===== src/hdl/tcl_pkg.sv =====
// Shared types, constants and helpers of the text chunk locator.
`default_nettype none
package tcl_pkg;

   localparam int PosWidth   = 16;
   localparam int CountWidth = 17;

   localparam logic [PosWidth-1:0] MaxTextBytes = 16'hFFFF;

   localparam logic [1:0] KIND_CHAR = 2'd0;
   localparam logic [1:0] KIND_WORD = 2'd1;
   localparam logic [1:0] KIND_ITEM = 2'd2;
   localparam logic [1:0] KIND_LINE = 2'd3;

   localparam logic [2:0] REG_CHUNK_KIND  = 3'd0;
   localparam logic [2:0] REG_DELIM_BYTES = 3'd1;
   localparam logic [2:0] REG_DELIM_LEN   = 3'd2;
   localparam logic [2:0] REG_FIRST_RANK  = 3'd3;
   localparam logic [2:0] REG_LAST_RANK   = 3'd4;

   localparam logic [7:0] ByteQuote    = 8'h22;
   localparam logic [7:0] ByteNewline  = 8'h0A;
   localparam logic [7:0] ByteComma    = 8'h2C;
   localparam logic [7:0] Utf8TopMask  = 8'hC0;
   localparam logic [7:0] Utf8ContCode = 8'h80;

   typedef struct packed {
      logic [7:0] data_byte;
      logic       end_of_text;
   } tcl_req_type;

   typedef struct packed {
      logic [15:0] chunk_count;
      logic [15:0] start_offset;
      logic [15:0] end_offset;
      logic        found;
   } tcl_rsp_type;

   typedef struct packed {
      logic [1:0]  chunk_kind;
      logic [31:0] delimiter_bytes;
      logic [2:0]  delimiter_length;
      logic [15:0] first_rank;
      logic [15:0] last_rank;
   } tcl_cfg_type;

   // Scan state as it stands after the closing step at the end of text.
   typedef struct packed {
      logic [CountWidth-1:0] chunk_counter;
      logic [PosWidth-1:0]   text_length;
      logic [PosWidth-1:0]   first_start;
      logic [PosWidth-1:0]   first_end;
      logic                  first_found;
      logic [PosWidth-1:0]   last_start;
      logic [PosWidth-1:0]   last_end;
      logic                  last_found;
      logic                  lead_orphan;
      logic                  prev_newline;
   } tcl_scan_type;

   function automatic logic is_blank(input logic [7:0] b);
      return (b == 8'h20) || (b == 8'h09) || (b == 8'h0A) ||
             (b == 8'h0D) || (b == 8'h0B) || (b == 8'h0C);
   endfunction

endpackage
`default_nettype wire


===== src/hdl/text_chunk_locator_top.sv =====
// Top level of the text chunk locator: byte input, result output, configuration port.
//
// Text enters on the req_ channel one byte per transfer; a transfer with
// end_of_text set closes the text and yields exactly one result on the rsp_
// channel: the chunk count of the configured kind and the byte bounds of the
// range first_rank..last_rank. Byte transfers yield no result.
// Throughput is one transfer per cycle while no end-of-text transfer is held off;
// each of the first MaxTextBytes bytes updates the scan registers in the cycle it is
// taken. The result is registered and becomes valid in the cycle after the end-of-text transfer.
// While a result waits on rsp_ready, byte transfers keep being taken; only an
// end-of-text transfer is held off until the output register is free.
// Registers are written through the APB-style port at byte address 4*index. The user
// must write them only while no text is in flight; the block does not enforce this.
// Synchronous reset loads register defaults, clears all scan state and empties the
// output register. After each result the scan state alone returns to reset value.
`default_nettype none
module text_chunk_locator_top (
   input  wire logic                 clock,
   input  wire logic                 reset,
   input  wire logic                 req_valid,
   output logic                      req_ready,
   input  wire tcl_pkg::tcl_req_type req_payload,
   output logic                      rsp_valid,
   input  wire logic                 rsp_ready,
   output tcl_pkg::tcl_rsp_type      rsp_payload,
   input  wire logic                 psel,
   input  wire logic                 penable,
   input  wire logic                 pwrite,
   input  wire logic [4:0]           paddr,
   input  wire logic [31:0]          pwdata,
   output logic [31:0]               prdata,
   output logic                      pready
);
   import tcl_pkg::*;

   tcl_cfg_type  cfg;
   tcl_scan_type view;
   logic         req_xfer, step, finish;

   // An end-of-text transfer needs room in the output register.
   assign req_ready = !req_payload.end_of_text || !rsp_valid || rsp_ready;
   assign req_xfer  = req_valid && req_ready;
   assign step      = req_xfer && !req_payload.end_of_text;
   assign finish    = req_xfer && req_payload.end_of_text;

   tcl_csr u_csr (
      .clock   (clock),
      .reset   (reset),
      .psel    (psel),
      .penable (penable),
      .pwrite  (pwrite),
      .paddr   (paddr),
      .pwdata  (pwdata),
      .prdata  (prdata),
      .pready  (pready),
      .cfg     (cfg)
   );

   tcl_scan u_scan (
      .clock     (clock),
      .reset     (reset),
      .cfg       (cfg),
      .step      (step),
      .finish    (finish),
      .data_byte (req_payload.data_byte),
      .view      (view)
   );

   tcl_result u_result (
      .clock       (clock),
      .reset       (reset),
      .cfg         (cfg),
      .view        (view),
      .load        (finish),
      .rsp_ready   (rsp_ready),
      .rsp_valid   (rsp_valid),
      .rsp_payload (rsp_payload)
   );

`ifndef NO_ASSERTIONS
   a_rsp_from_end : assert property (@(posedge clock) disable iff (reset)
      $rose(rsp_valid) |-> $past(req_valid && req_ready && req_payload.end_of_text))
      else $error("result appeared without an end-of-text transfer");

   a_ready_low_only_stalled : assert property (@(posedge clock) disable iff (reset)
      !req_ready |-> (rsp_valid && !rsp_ready && req_payload.end_of_text))
      else $error("input held off while the output register could take a result");

   a_end_with_full_output : assert property (@(posedge clock) disable iff (reset)
      (rsp_valid && !rsp_ready && req_valid && req_payload.end_of_text) |=> rsp_valid)
      else $error("stalled result was lost");
`endif

endmodule
`default_nettype wire


===== src/hdl/tcl_csr.sv =====
// Configuration registers of the text chunk locator behind an APB-style port.
`default_nettype none
module tcl_csr (
   input  wire logic                clock,
   input  wire logic                reset,
   input  wire logic                psel,
   input  wire logic                penable,
   input  wire logic                pwrite,
   input  wire logic [4:0]          paddr,
   input  wire logic [31:0]         pwdata,
   output logic [31:0]              prdata,
   output logic                     pready,
   output tcl_pkg::tcl_cfg_type     cfg
);
   import tcl_pkg::*;

   tcl_cfg_type cfg_ff, cfg_in;
   logic        wr_en;
   logic [2:0]  reg_index;

   assign pready    = 1'b1;
   assign reg_index = paddr[4:2];
   assign wr_en     = psel && penable && pwrite && pready;

   always_comb begin
      cfg_in = cfg_ff;
      if (wr_en) begin
         case (reg_index)
            REG_CHUNK_KIND:  cfg_in.chunk_kind       = pwdata[1:0];
            REG_DELIM_BYTES: cfg_in.delimiter_bytes  = pwdata;
            REG_DELIM_LEN:   cfg_in.delimiter_length = pwdata[2:0];
            REG_FIRST_RANK:  cfg_in.first_rank       = pwdata[15:0];
            REG_LAST_RANK:   cfg_in.last_rank        = pwdata[15:0];
            default:         cfg_in = cfg_ff;
         endcase
      end
   end

   always_ff @(posedge clock) begin
      if (reset) begin
         cfg_ff.chunk_kind       <= KIND_CHAR;
         cfg_ff.delimiter_bytes  <= {24'd0, ByteComma};
         cfg_ff.delimiter_length <= 3'd1;
         cfg_ff.first_rank       <= 16'd1;
         cfg_ff.last_rank        <= 16'd0;
      end else begin
         cfg_ff <= cfg_in;
      end
   end

   always_comb begin
      case (reg_index)
         REG_CHUNK_KIND:  prdata = {30'd0, cfg_ff.chunk_kind};
         REG_DELIM_BYTES: prdata = cfg_ff.delimiter_bytes;
         REG_DELIM_LEN:   prdata = {29'd0, cfg_ff.delimiter_length};
         REG_FIRST_RANK:  prdata = {16'd0, cfg_ff.first_rank};
         REG_LAST_RANK:   prdata = {16'd0, cfg_ff.last_rank};
         default:         prdata = 32'd0;
      endcase
   end

   assign cfg = cfg_ff;

endmodule
`default_nettype wire


===== src/hdl/tcl_scan.sv =====
// Per-byte chunk tracking: counters, word state, delimiter window and range bounds.
`default_nettype none
module tcl_scan (
   input  wire logic                 clock,
   input  wire logic                 reset,
   input  wire tcl_pkg::tcl_cfg_type cfg,
   input  wire logic                 step,
   input  wire logic                 finish,
   input  wire logic [7:0]           data_byte,
   output tcl_pkg::tcl_scan_type     view
);
   import tcl_pkg::*;

   localparam logic [1:0] WORD_BETWEEN = 2'd0;
   localparam logic [1:0] WORD_PLAIN   = 2'd1;
   localparam logic [1:0] WORD_QUOTED  = 2'd2;

   logic [PosWidth-1:0]   pos_ff, pos_in;
   logic [CountWidth-1:0] cnt_ff, cnt_in;
   logic [PosWidth-1:0]   cur_start_ff, cur_start_in;
   logic                  open_ff, open_in;
   logic                  orphan_ff, orphan_in;
   logic [PosWidth-1:0]   first_start_ff, first_start_in, first_end_ff, first_end_in;
   logic [PosWidth-1:0]   last_start_ff, last_start_in, last_end_ff, last_end_in;
   logic                  first_found_ff, first_found_in, last_found_ff, last_found_in;
   logic [1:0]            word_ff, word_in;
   logic [31:0]           window_ff, window_in;
   logic [2:0]            guard_ff, guard_in;
   logic                  prev_nl_ff, prev_nl_in;

   logic                  take_byte;
   logic                  blank, quote, newline, cont;
   logic [2:0]            dlen;
   logic [31:0]           dbytes;
   logic [2:0]            guard_inc;
   logic                  pattern_eq, hit;
   logic                  pre_open;
   logic [CountWidth-1:0] cnt1, cnt2;
   logic [PosWidth-1:0]   start1, start2;
   logic                  open1, open2;
   logic                  do_close, do_open, close_hit;
   logic [PosWidth-1:0]   close_pos, open_pos, pos_next;
   logic [1:0]            word_next;

   assign take_byte = step && (pos_ff != MaxTextBytes);
   assign blank     = is_blank(data_byte);
   assign quote     = (data_byte == ByteQuote);
   assign newline   = (data_byte == ByteNewline);
   assign cont      = ((data_byte & Utf8TopMask) == Utf8ContCode);
   assign pos_next  = pos_ff + 16'd1;

   // Delimiter length zero means a single comma; lengths above four count as four.
   always_comb begin
      if (cfg.delimiter_length == 3'd0) begin
         dlen   = 3'd1;
         dbytes = {24'd0, ByteComma};
      end else if (cfg.delimiter_length > 3'd4) begin
         dlen   = 3'd4;
         dbytes = cfg.delimiter_bytes;
      end else begin
         dlen   = cfg.delimiter_length;
         dbytes = cfg.delimiter_bytes;
      end
   end

   assign window_in = {data_byte, window_ff[31:8]};
   assign guard_inc = (guard_ff < 3'd7) ? guard_ff + 3'd1 : guard_ff;

   always_comb begin
      case (dlen)
         3'd1:    pattern_eq = (window_in[31:24] == dbytes[7:0]);
         3'd2:    pattern_eq = (window_in[31:16] == dbytes[15:0]);
         3'd3:    pattern_eq = (window_in[31:8] == dbytes[23:0]);
         default: pattern_eq = (window_in == dbytes);
      endcase
   end

   assign hit      = (guard_inc >= dlen) && pattern_eq;
   assign guard_in = hit ? 3'd0 : guard_inc;

   // Items and lines always have a chunk open once text is under way.
   assign pre_open = cfg.chunk_kind[1] && !open_ff;
   assign cnt1     = pre_open ? cnt_ff + 17'd1 : cnt_ff;
   assign start1   = pre_open ? pos_ff : cur_start_ff;
   assign open1    = open_ff || pre_open;

   always_comb begin
      do_close  = 1'b0;
      do_open   = 1'b0;
      close_pos = pos_ff;
      open_pos  = pos_ff;
      word_next = word_ff;
      if (finish) begin
         do_close = 1'b1;
      end else begin
         case (cfg.chunk_kind)
            KIND_CHAR: begin
               do_close = (pos_ff == 16'd0) || !cont;
               do_open  = do_close;
            end
            KIND_WORD: begin
               case (word_ff)
                  WORD_PLAIN: begin
                     if (blank) begin
                        do_close  = 1'b1;
                        word_next = WORD_BETWEEN;
                     end
                  end
                  WORD_QUOTED: begin
                     if (quote) begin
                        do_close  = 1'b1;
                        close_pos = pos_next;
                        word_next = WORD_BETWEEN;
                     end
                  end
                  default: begin
                     if (!blank) begin
                        do_open   = 1'b1;
                        word_next = quote ? WORD_QUOTED : WORD_PLAIN;
                     end
                  end
               endcase
            end
            KIND_ITEM: begin
               do_close  = hit;
               do_open   = hit;
               close_pos = pos_next - {13'd0, dlen};
               open_pos  = pos_next;
            end
            default: begin
               do_close = newline;
               do_open  = newline;
               open_pos = pos_next;
            end
         endcase
      end
   end

   assign close_hit = do_close && open1;

   always_comb begin
      first_start_in = first_start_ff;
      first_end_in   = first_end_ff;
      first_found_in = first_found_ff;
      last_start_in  = last_start_ff;
      last_end_in    = last_end_ff;
      last_found_in  = last_found_ff;
      if (close_hit && (cnt1 == {1'b0, cfg.first_rank})) begin
         first_start_in = start1;
         first_end_in   = close_pos;
         first_found_in = 1'b1;
      end
      if (close_hit && (cnt1 == {1'b0, cfg.last_rank})) begin
         last_start_in = start1;
         last_end_in   = close_pos;
         last_found_in = 1'b1;
      end
   end

   assign cnt2   = do_open ? cnt1 + 17'd1 : cnt1;
   assign start2 = do_open ? open_pos : start1;
   assign open2  = do_open || (open1 && !do_close);

   assign pos_in       = pos_next;
   assign cnt_in       = cnt2;
   assign cur_start_in = start2;
   assign open_in      = open2;
   assign word_in      = word_next;
   assign prev_nl_in   = newline;
   assign orphan_in    = orphan_ff ||
                         ((cfg.chunk_kind == KIND_CHAR) && (pos_ff == 16'd0) && cont);

   always_ff @(posedge clock) begin
      if (reset || finish) begin
         pos_ff         <= '0;
         cnt_ff         <= '0;
         cur_start_ff   <= '0;
         open_ff        <= 1'b0;
         orphan_ff      <= 1'b0;
         first_start_ff <= '0;
         first_end_ff   <= '0;
         first_found_ff <= 1'b0;
         last_start_ff  <= '0;
         last_end_ff    <= '0;
         last_found_ff  <= 1'b0;
         word_ff        <= WORD_BETWEEN;
         window_ff      <= '0;
         guard_ff       <= '0;
         prev_nl_ff     <= 1'b0;
      end else if (take_byte) begin
         pos_ff         <= pos_in;
         cnt_ff         <= cnt_in;
         cur_start_ff   <= cur_start_in;
         open_ff        <= open_in;
         orphan_ff      <= orphan_in;
         first_start_ff <= first_start_in;
         first_end_ff   <= first_end_in;
         first_found_ff <= first_found_in;
         last_start_ff  <= last_start_in;
         last_end_ff    <= last_end_in;
         last_found_ff  <= last_found_in;
         word_ff        <= word_in;
         window_ff      <= window_in;
         guard_ff       <= guard_in;
         prev_nl_ff     <= prev_nl_in;
      end
   end

   always_comb begin
      view.chunk_counter = cnt2;
      view.text_length   = pos_ff;
      view.first_start   = first_start_in;
      view.first_end     = first_end_in;
      view.first_found   = first_found_in;
      view.last_start    = last_start_in;
      view.last_end      = last_end_in;
      view.last_found    = last_found_in;
      view.lead_orphan   = orphan_ff;
      view.prev_newline  = prev_nl_ff;
   end

endmodule
`default_nettype wire


===== src/hdl/tcl_result.sv =====
// Result assembly at end of text and the output register of the result channel.
`default_nettype none
module tcl_result (
   input  wire logic                  clock,
   input  wire logic                  reset,
   input  wire tcl_pkg::tcl_cfg_type  cfg,
   input  wire tcl_pkg::tcl_scan_type view,
   input  wire logic                  load,
   input  wire logic                  rsp_ready,
   output logic                       rsp_valid,
   output tcl_pkg::tcl_rsp_type       rsp_payload
);
   import tcl_pkg::*;

   logic                  valid_ff, valid_in;
   tcl_rsp_type           payload_ff, payload_in;
   tcl_rsp_type           result;
   logic [CountWidth-1:0] count_full;
   logic                  has_text;
   logic [PosWidth-1:0]   a_start, a_end, r_end_raw;
   logic                  a_found;

   assign has_text = (view.text_length != 16'd0);

   always_comb begin
      case (cfg.chunk_kind)
         KIND_CHAR: count_full = view.chunk_counter -
                       {16'd0, view.lead_orphan && (view.chunk_counter != 17'd0)};
         KIND_WORD: count_full = view.chunk_counter;
         KIND_ITEM: count_full = has_text ? view.chunk_counter : 17'd0;
         default:   count_full = !has_text ? 17'd0 :
                       view.chunk_counter -
                       {16'd0, view.prev_newline && (view.chunk_counter != 17'd0)};
      endcase
   end

   always_comb begin
      if (cfg.first_rank == 16'd0) begin
         a_start = '0;
         a_end   = '0;
         a_found = 1'b0;
      end else if (view.first_found) begin
         a_start = view.first_start;
         a_end   = view.first_end;
         a_found = 1'b1;
      end else begin
         a_start = view.text_length;
         a_end   = view.text_length;
         a_found = 1'b0;
      end
   end

   assign r_end_raw = view.last_found ? view.last_end : view.text_length;

   always_comb begin
      result.chunk_count  = count_full[16] ? 16'hFFFF : count_full[15:0];
      result.start_offset = a_start;
      result.found        = a_found;
      if ((cfg.last_rank != 16'd0) && (cfg.last_rank != cfg.first_rank)) begin
         result.end_offset = (r_end_raw < a_start) ? a_start : r_end_raw;
      end else begin
         result.end_offset = a_end;
      end
   end

   assign valid_in   = load || (valid_ff && !rsp_ready);
   assign payload_in = load ? result : payload_ff;

   always_ff @(posedge clock) begin
      if (reset) begin
         valid_ff <= 1'b0;
      end else begin
         valid_ff <= valid_in;
      end
   end

   always_ff @(posedge clock) begin
      payload_ff <= payload_in;
   end

   assign rsp_valid   = valid_ff;
   assign rsp_payload = payload_ff;

endmodule
`default_nettype wire

===== config.mk =====
export PLATFORM = sky130hd
export DESIGN_NAME = text_chunk_locator_top
export DESIGN_NICKNAME = d
export VERILOG_FILES = /design/src/hdl/tcl_pkg.sv /design/src/hdl/text_chunk_locator_top.sv /design/src/hdl/tcl_csr.sv /design/src/hdl/tcl_scan.sv /design/src/hdl/tcl_result.sv
export SDC_FILE = /design/constraint.sdc
export NUM_CORES = 1
export LEC_CHECK = 0
export ABC_AREA = 1
export BUFFER_PORTS_ARGS = -buffer_cell sky130_fd_sc_hd__buf_4
export CORE_UTILIZATION = 50
export CTS_CLUSTER_SIZE = 30
export DETAILED_ROUTE_END_ITERATION = 10
export MAX_ROUTING_LAYER = met4
export PLACE_DENSITY = 0.65
export SYNTH_ARGS = -nofsm -noshare
export SYNTH_HDL_FRONTEND = slang
export SYNTH_HIERARCHICAL = 1
export SYNTH_SLANG_ARGS = --single-unit

===== constraint.sdc =====
create_clock -name clock -period 8.2 [get_ports clock]
set_input_delay 0 -clock clock [delete_from_list [all_inputs] [get_ports clock]]
set_output_delay 0 -clock clock [all_outputs]
set_load 0.01 [all_outputs]

==> results of run 1 <==
[per-stage QoR]
| step | power [mW] | utilization [%] | std cells | area (sq um) | hold WS [ns] |
|---|---|---|---|---|---|
| 6_report | 3.42 | 57.8 | 3575 | 21200 | 0.0684 |
| 4_1_cts | 3.44 | 57.8 | 3575 | 21200 | 0.0431 |
| 5_1_grt | 3.58 | 57.8 | 3575 | 21200 | 0.103 |
| 3_3_place_gp | 1.98 | 53.4 | 3464 | 19500 | 0.218 |
| 2_1_floorplan | 1.81 | - | 2984 | 18600 | 0.0724 |
| 3_5_place_dp | 1.99 | 53.4 | 3464 | 19500 | 0.222 |
[worst register-to-register path: cells and delay by family (launching register included)]
kind                       cells  cell delay, ns
DFF                            1            0.50
and+or+nand+nor               27            4.13
buffers and inverters          4            0.90
AOI/OAI and AO/OA              3            0.70
adders and majority gates      1            0.20
[area by class of cell]
type / count / area (sq um)
Clock inverter: 9 / 128
Tap cell: 468 / 586
Clock buffer: 46 / 931
Inverter: 428 / 1610
Multi-Input combinational cell: 2164 / 10700
Timing Repair Buffer: 210 / 1730
Fill cell: 3602 / 15500
Sequential cell: 250 / 5500
[layer usage]
layer / share of wire, % / global-route usage, % / wire (um) / vias up
met3: 6.5 / 3.00 / 3720 / 102
met4: 4.1 / 12.7 / 2310 / 0
met2: 44 / 47.9 / 25200 / 644
li1: - / - / - / 9705
met5: 0 / - / 0 / -
met1: 45 / 39.8 / 25600 / 8857
[power by group through the flow]
stage / sequential [mW] / clock, mW / combinational (mW)
6_report: 1.34 / 1.42 / 0.657
5_1_grt: 1.34 / 1.50 / 0.735
4_1_cts: 1.34 / 1.45 / 0.651
3_5_place_dp: 1.37 / 0 / 0.629
3_3_place_gp: 1.36 / 0 / 0.616
2_1_floorplan: 1.36 / 0 / 0.453
[cell usage in the layout (no fill, tap or decap), types with 32 or more instances in the layout]
cell type,instances
xor2_1,64
o21bai_1,48
nand4_1,45
nor3_1,32
inv_1,408
a21oi_1,144
o21ai_1,43
nand3_1,290
buf_4,153
o21ai_0,141
clkbuf_16,32
dlygate4sd3_1,56
nor2_1,366
ha_1,36
dfxtp_1,201
nand2_1,770
edfxtp_1,49
[registers in the layout (all words and copies together) (netlist names), 17 cells and up]
register              flops
u_result/rsp_payload     49
u_csr/cfg                69
u_scan/cnt_ff            17
u_scan/window_ff         24
[worst min path at each step]
| stage | startpoint | end | slack, ns | depth (start not counted) |
|---|---|---|---|---|
| after floorplan | reset | u_result/rsp_valid | 0.07 | 1 |
| after global placement | reset | u_result/rsp_valid | 0.22 | 2 |
| after detailed placement | reset | u_result/rsp_valid | 0.22 | 2 |
| after CTS | pwrite | u_csr/cfg[36] | 0.04 | 5 |
| after global routing | pwrite | u_csr/cfg[37] | 0.10 | 5 |
| final | pwrite | u_csr/cfg[58] | 0.07 | 5 |
==> summary.txt, run 1 <==
Routed WL - 56,800 um
Drt initial violations - 1,556
Vias in the first global route - 17,392
Clock skew - 0.0215 ns
Combinational share of power - 19.2%
WL/cell - 15.9 um
Placer's final routability congestion estimate - 0.980
Maximum fanout along the worst path - 41
Final setup viols - 0
Layout cells sized above 1 - 9.91%
Die ar. - 37,900 sq um
Final min period - 6.72 ns
WS Path Type - reg2reg
Routed vias - 19,308
Setup TNS - 0 ns
Critical path arrival - 7.01 ns
Buf/Inv on CP - 4
CP Launch Type - flip-flop
Post-CTS setup repair buffer count - 0
Largest net degree at the start of global routing - 97
Total grt overflow - 0
Die height - 195 um
Worst r2r src - u_csr/cfg[34]
Crit path depth - 35
Max Freq - 149 MHz
PD cells - 162 nW/um^2
Skew-Pair Late Insertion Delay - 0.58 ns
Clock power frac - 41.6%
Core area - 36,600 sq um
Cells on worst reg2reg path - 35
Critical-path top delay cell - nand2_2
Die X-Extent - 195 um
Reg power frac - 39.2%
Syn Std Cell Area - 18,600 sq um
Syn Nets - 3,074
Crit-path most repeated cell - nand2_1
Starting Density - 50.7%
CTS Hold Bufs - 56
Slowest stage delay, CP - 0.55 ns
Initial antenna violation count - 0
Worst VDD drop - 0.159 mV
Synth-to-Final Area Change - 14.0%
CP Capture Point - u_result/rsp_payload[38]
# resized after CTS - 0
Tcrit/Tclk final - 82.0%
Via density - 5.40
Slew Viols, Final - 0
Port Buffers - 133
Cell Int Power - 2.40 mW
Worst Max-Slew Pin Slew - 1.19 ns
Num ports - 137
CTS Buf Count - 30
Hold WC Path Type - in2reg
Tot GR Track Use - 30.4%
Final #Nets - 3,174
Hpwl dp - 40,300 um
Max cap viols - 0
Final routed DRC violation total - 0
Antenna violation net count after detailed routing - 0
Diodes inserted - 0
Drt pass-1 iters - 5
Cell family with most CP delay - simple AND/OR/NAND/NOR gates
Dpl ws - 1.54 ns
Sw Ratio - 29.7%
Clock tree sinks - 250
Root Buffer - clkbuf_16
Status - complete, no violations
Post-Synthesis Cells - 2,984
CTS max path bufs - 3
Final worst slack - 1.48 ns
Worst Setup End Kind - flip-flop
Worst-path clk slew - 0.06 ns
Yosys warnings - 6
H-tree Lvls - 1
Avg Inst Size Synth - 6.22 sq um
Num rows - 70
Setup crit start - u_csr/cfg[34]
Static Leak - 9.84 nW
Critical Path RT - 8.49 ns
First-pass GRT wire length - 90,800 um
RSZ-0062 raised after global routing - no
Final Hold Fails - 0
R2R Setup Slk - 1.48 ns
Worst r2r dst - u_result/rsp_payload[38]
Net Sw Power - 1.02 mW
CTS tree - built
Slew headroom - 20.6%
Note: power is estimated with default switching activity, not from simulation.
==> run 2: changes to the inputs <==
Clock period 8.2 ns to 6.3 ns, I/O delays scaled along.
==> run 2 against run 1 <==
  * Design area is 0.78% higher
  * Routed wire length rose by 3.2%
  * Setup slack lost 0.86 ns
  * Count of clock-buffer cells in the layout shrank 9
  * Largest cell class unchanged
  * Non-clock buffer count grew 19
  * Combinational power increased by 33%
  * Die area unchanged
  * Critical endpoint is now u_result/rsp_payload[39]
  * Hold slack better by 0.0021 ns
  * Via count down 1.5%
  * Core utilization rose by 0.45 points
==> summary.txt, run 2 (synthesis results as in run 1) <==
Layout cells sized above 1 - 10.6% (was 9.91%)
Hold WC Path Type - in2reg (unchanged)
Buf/Inv on CP - 4 (unchanged)
Static Leak - 9.96 nW (was 9.84 nW)
Vias in the first global route - 17,543 (was 17,392)
Largest net degree at the start of global routing - 97 (unchanged)
Worst Setup End Kind - flip-flop (unchanged)
Starting Density - 50.7% (unchanged)
Commonest non-fill, non-tap cells in the layout - nand2_1 (770), inv_1 (408), nor2_1 (365), nand3_1 (290), dfxtp_1 (201) (was nand2_1 (770), inv_1 (408), nor2_1 (366), nand3_1 (290), dfxtp_1 (201))
Drt initial violations - 1,403 (was 1,556)
Dpl ws - 0.440 ns (was 1.54 ns)
Cell family with most CP delay - simple AND/OR/NAND/NOR gates (unchanged)
Skew-Pair Late Insertion Delay - 0.59 ns (was 0.58 ns)
Sw Ratio - 30.2% (was 29.7%)
Final Util - 58.2% (was 57.8%)
Maximum fanout along the worst path - 45 (was 41)
CTS tree - built (unchanged)
RSZ-0062 raised after global routing - no (unchanged)
Die X-Extent - 195 um (unchanged)
PD cells - 210 nW/um^2 (was 162 nW/um^2)
Fillers - 3,626 (was 3,602)
Die ar. - 37,900 sq um (unchanged)
Clock skew - 0.0128 ns (was 0.0215 ns)
Final Hold Fails - 0 (unchanged)
Num ports - 137 (unchanged)
Max cap viols - 0 (unchanged)
Worst Max-Slew Pin Slew - 1.20 ns (was 1.19 ns)
Final worst slack - 0.624 ns (was 1.48 ns)
Core area - 36,600 sq um (unchanged)
Slew headroom - 19.5% (was 20.6%)
Crit-path most repeated cell - nand2_1 (unchanged)
Multi-input logic area - 10,700 sq um (about the same)
Final #Nets - 3,193 (was 3,174)
Synth-to-Final Area Change - 14.9% (was 14.0%)
Num rows - 70 (unchanged)
Final Total Pwr - 4.49 mW (was 3.42 mW)
Final min period - 5.68 ns (was 6.72 ns)
Clock tree sinks - 250 (unchanged)
Worst-path clk slew - 0.06 ns (about the same)
Total grt overflow - 0 (unchanged)
Die height - 195 um (unchanged)
Max reg flops - 69 (unchanged)
WL/cell - 16.3 um (was 15.9 um)
CTS max path bufs - 3 (unchanged)
Placer's final routability congestion estimate - 0.962 (was 0.980)
Final routed DRC violation total - 0 (unchanged)
Reg power frac - 38.9% (was 39.2%)
Status - complete, no violations (unchanged)
Antenna violation net count after detailed routing - 0 (unchanged)
Via density - 5.29 (was 5.40)
Root Buffer - clkbuf_16 (unchanged)
Cell Int Power - 3.13 mW (was 2.40 mW)
Critical-path top delay cell - dfxtp_1 (was nand2_2)
Reg area - 5500 sq um (unchanged)
Tot GR Track Use - 31.5% (was 30.4%)
Routed WL - 58,600 um (was 56,800 um)
CTS Buf Count - 30 (unchanged)
Slowest stage delay, CP - 0.34 ns (was 0.55 ns)
Non-Filler Instances - 3,595 (was 3,575)
Slew Viols, Final - 0 (unchanged)
First-pass GRT wire length - 93,800 um (was 90,800 um)
Tcrit/Tclk final - 90.1% (was 82.0%)
WHS - 0.0705 ns (was 0.0684 ns)
Initial antenna violation count - 0 (unchanged)
Diodes inserted - 0 (unchanged)
Clock power frac - 41.7% (was 41.6%)
Drt pass-1 iters - 8 (was 5)
Critical path arrival - 6.01 ns (was 7.01 ns)
H-tree Lvls - 1 (unchanged)
Combinational share of power - 19.5% (was 19.2%)
Placed insts - 3,481 (was 3,464)
Critical Path RT - 6.63 ns (was 8.49 ns)
Area after DPL - 19,700 sq um (was 19,500 sq um)
Final setup viols - 0 (unchanged)
Routed vias - 19,015 (was 19,308)
Net Sw Power - 1.36 mW (was 1.02 mW)
WS Path Type - reg2reg (unchanged)
Max Freq - 176 MHz (was 149 MHz)
CP Launch Type - flip-flop (unchanged)
Port Buffers - 133 (unchanged)
Worst VDD drop - 0.190 mV (was 0.159 mV)
Hpwl dp - 41,800 um (was 40,300 um)
Post-route cell area - 21,300 sq um (was 21,200 sq um)
Setup TNS - 0 ns (unchanged)
Most common cell after layout, fill and taps aside - nand2_1 (unchanged)
==> run 2: power groups by stage <==
| stage | registers, mW | logic (mW) | clock network [mW] |
|---|---|---|---|
| 2_1_floorplan | 1.77 | 0.589 | 0 |
| 3_3_place_gp | 1.78 | 0.820 | 0 |
| 3_5_place_dp | 1.78 | 0.834 | 0 |
| 4_1_cts | 1.74 | 0.863 | 1.90 |
| 5_1_grt | 1.75 | 0.979 | 1.96 |
| 6_report | 1.74 | 0.874 | 1.87 |
==> run 2: what timing repair did <==
item	4_1_cts	5_1_grt
endpoints found under the setup margin	0	25
hold buffers	57	0
endpoints found under the hold margin	82	0
setup buffers	0	1
gates resized for setup	0	3
==> run 2: worst register-to-register path, delay by kind of cell, from the launching register on <==
family | cells | cell delay [ns]
AND/OR/NAND/NOR | 29 | 3.48
buffers and inverters | 4 | 0.89
AO/OA/AOI/OAI | 3 | 0.52
flip-flops | 1 | 0.34
adder cells (fa/ha/maj) | 1 | 0.20
==> run 2: worst paths after layout <==
check / cells after the start / endpoint / slack (ns) / start
worst max-delay path: 37 / u_result/rsp_payload[39] / 0.62 / u_csr/cfg[33]
worst min-delay path: 5 / u_csr/cfg[62] / 0.07 / pwrite
worst max register to register: 37 / u_result/rsp_payload[39] / 0.62 / u_csr/cfg[33]
worst min register to register: 2 / u_scan/first_found_ff / 0.45 / u_scan/first_found_ff
==> run 2: area by class of cell <==
cell class,count,area share (%)
Sequential cell,250,25.8
Timing Repair Buffer,229,8.85
Tap cell,468,2.75
Multi-Input combinational cell,2164,50.1
Clock buffer,37,4.03
Clock inverter,19,0.915
Inverter,428,7.54
==> run 2: routing by layer <==
metal / vias to the layer above / GRT usage, % / part of all wire, %
met5: - / - / 0
met4: 0 / 11.8 / 3.8
met3: 99 / 2.98 / 5.5
met2: 570 / 50.4 / 45
met1: 8609 / 41.3 / 46
li1: 9737 / - / -
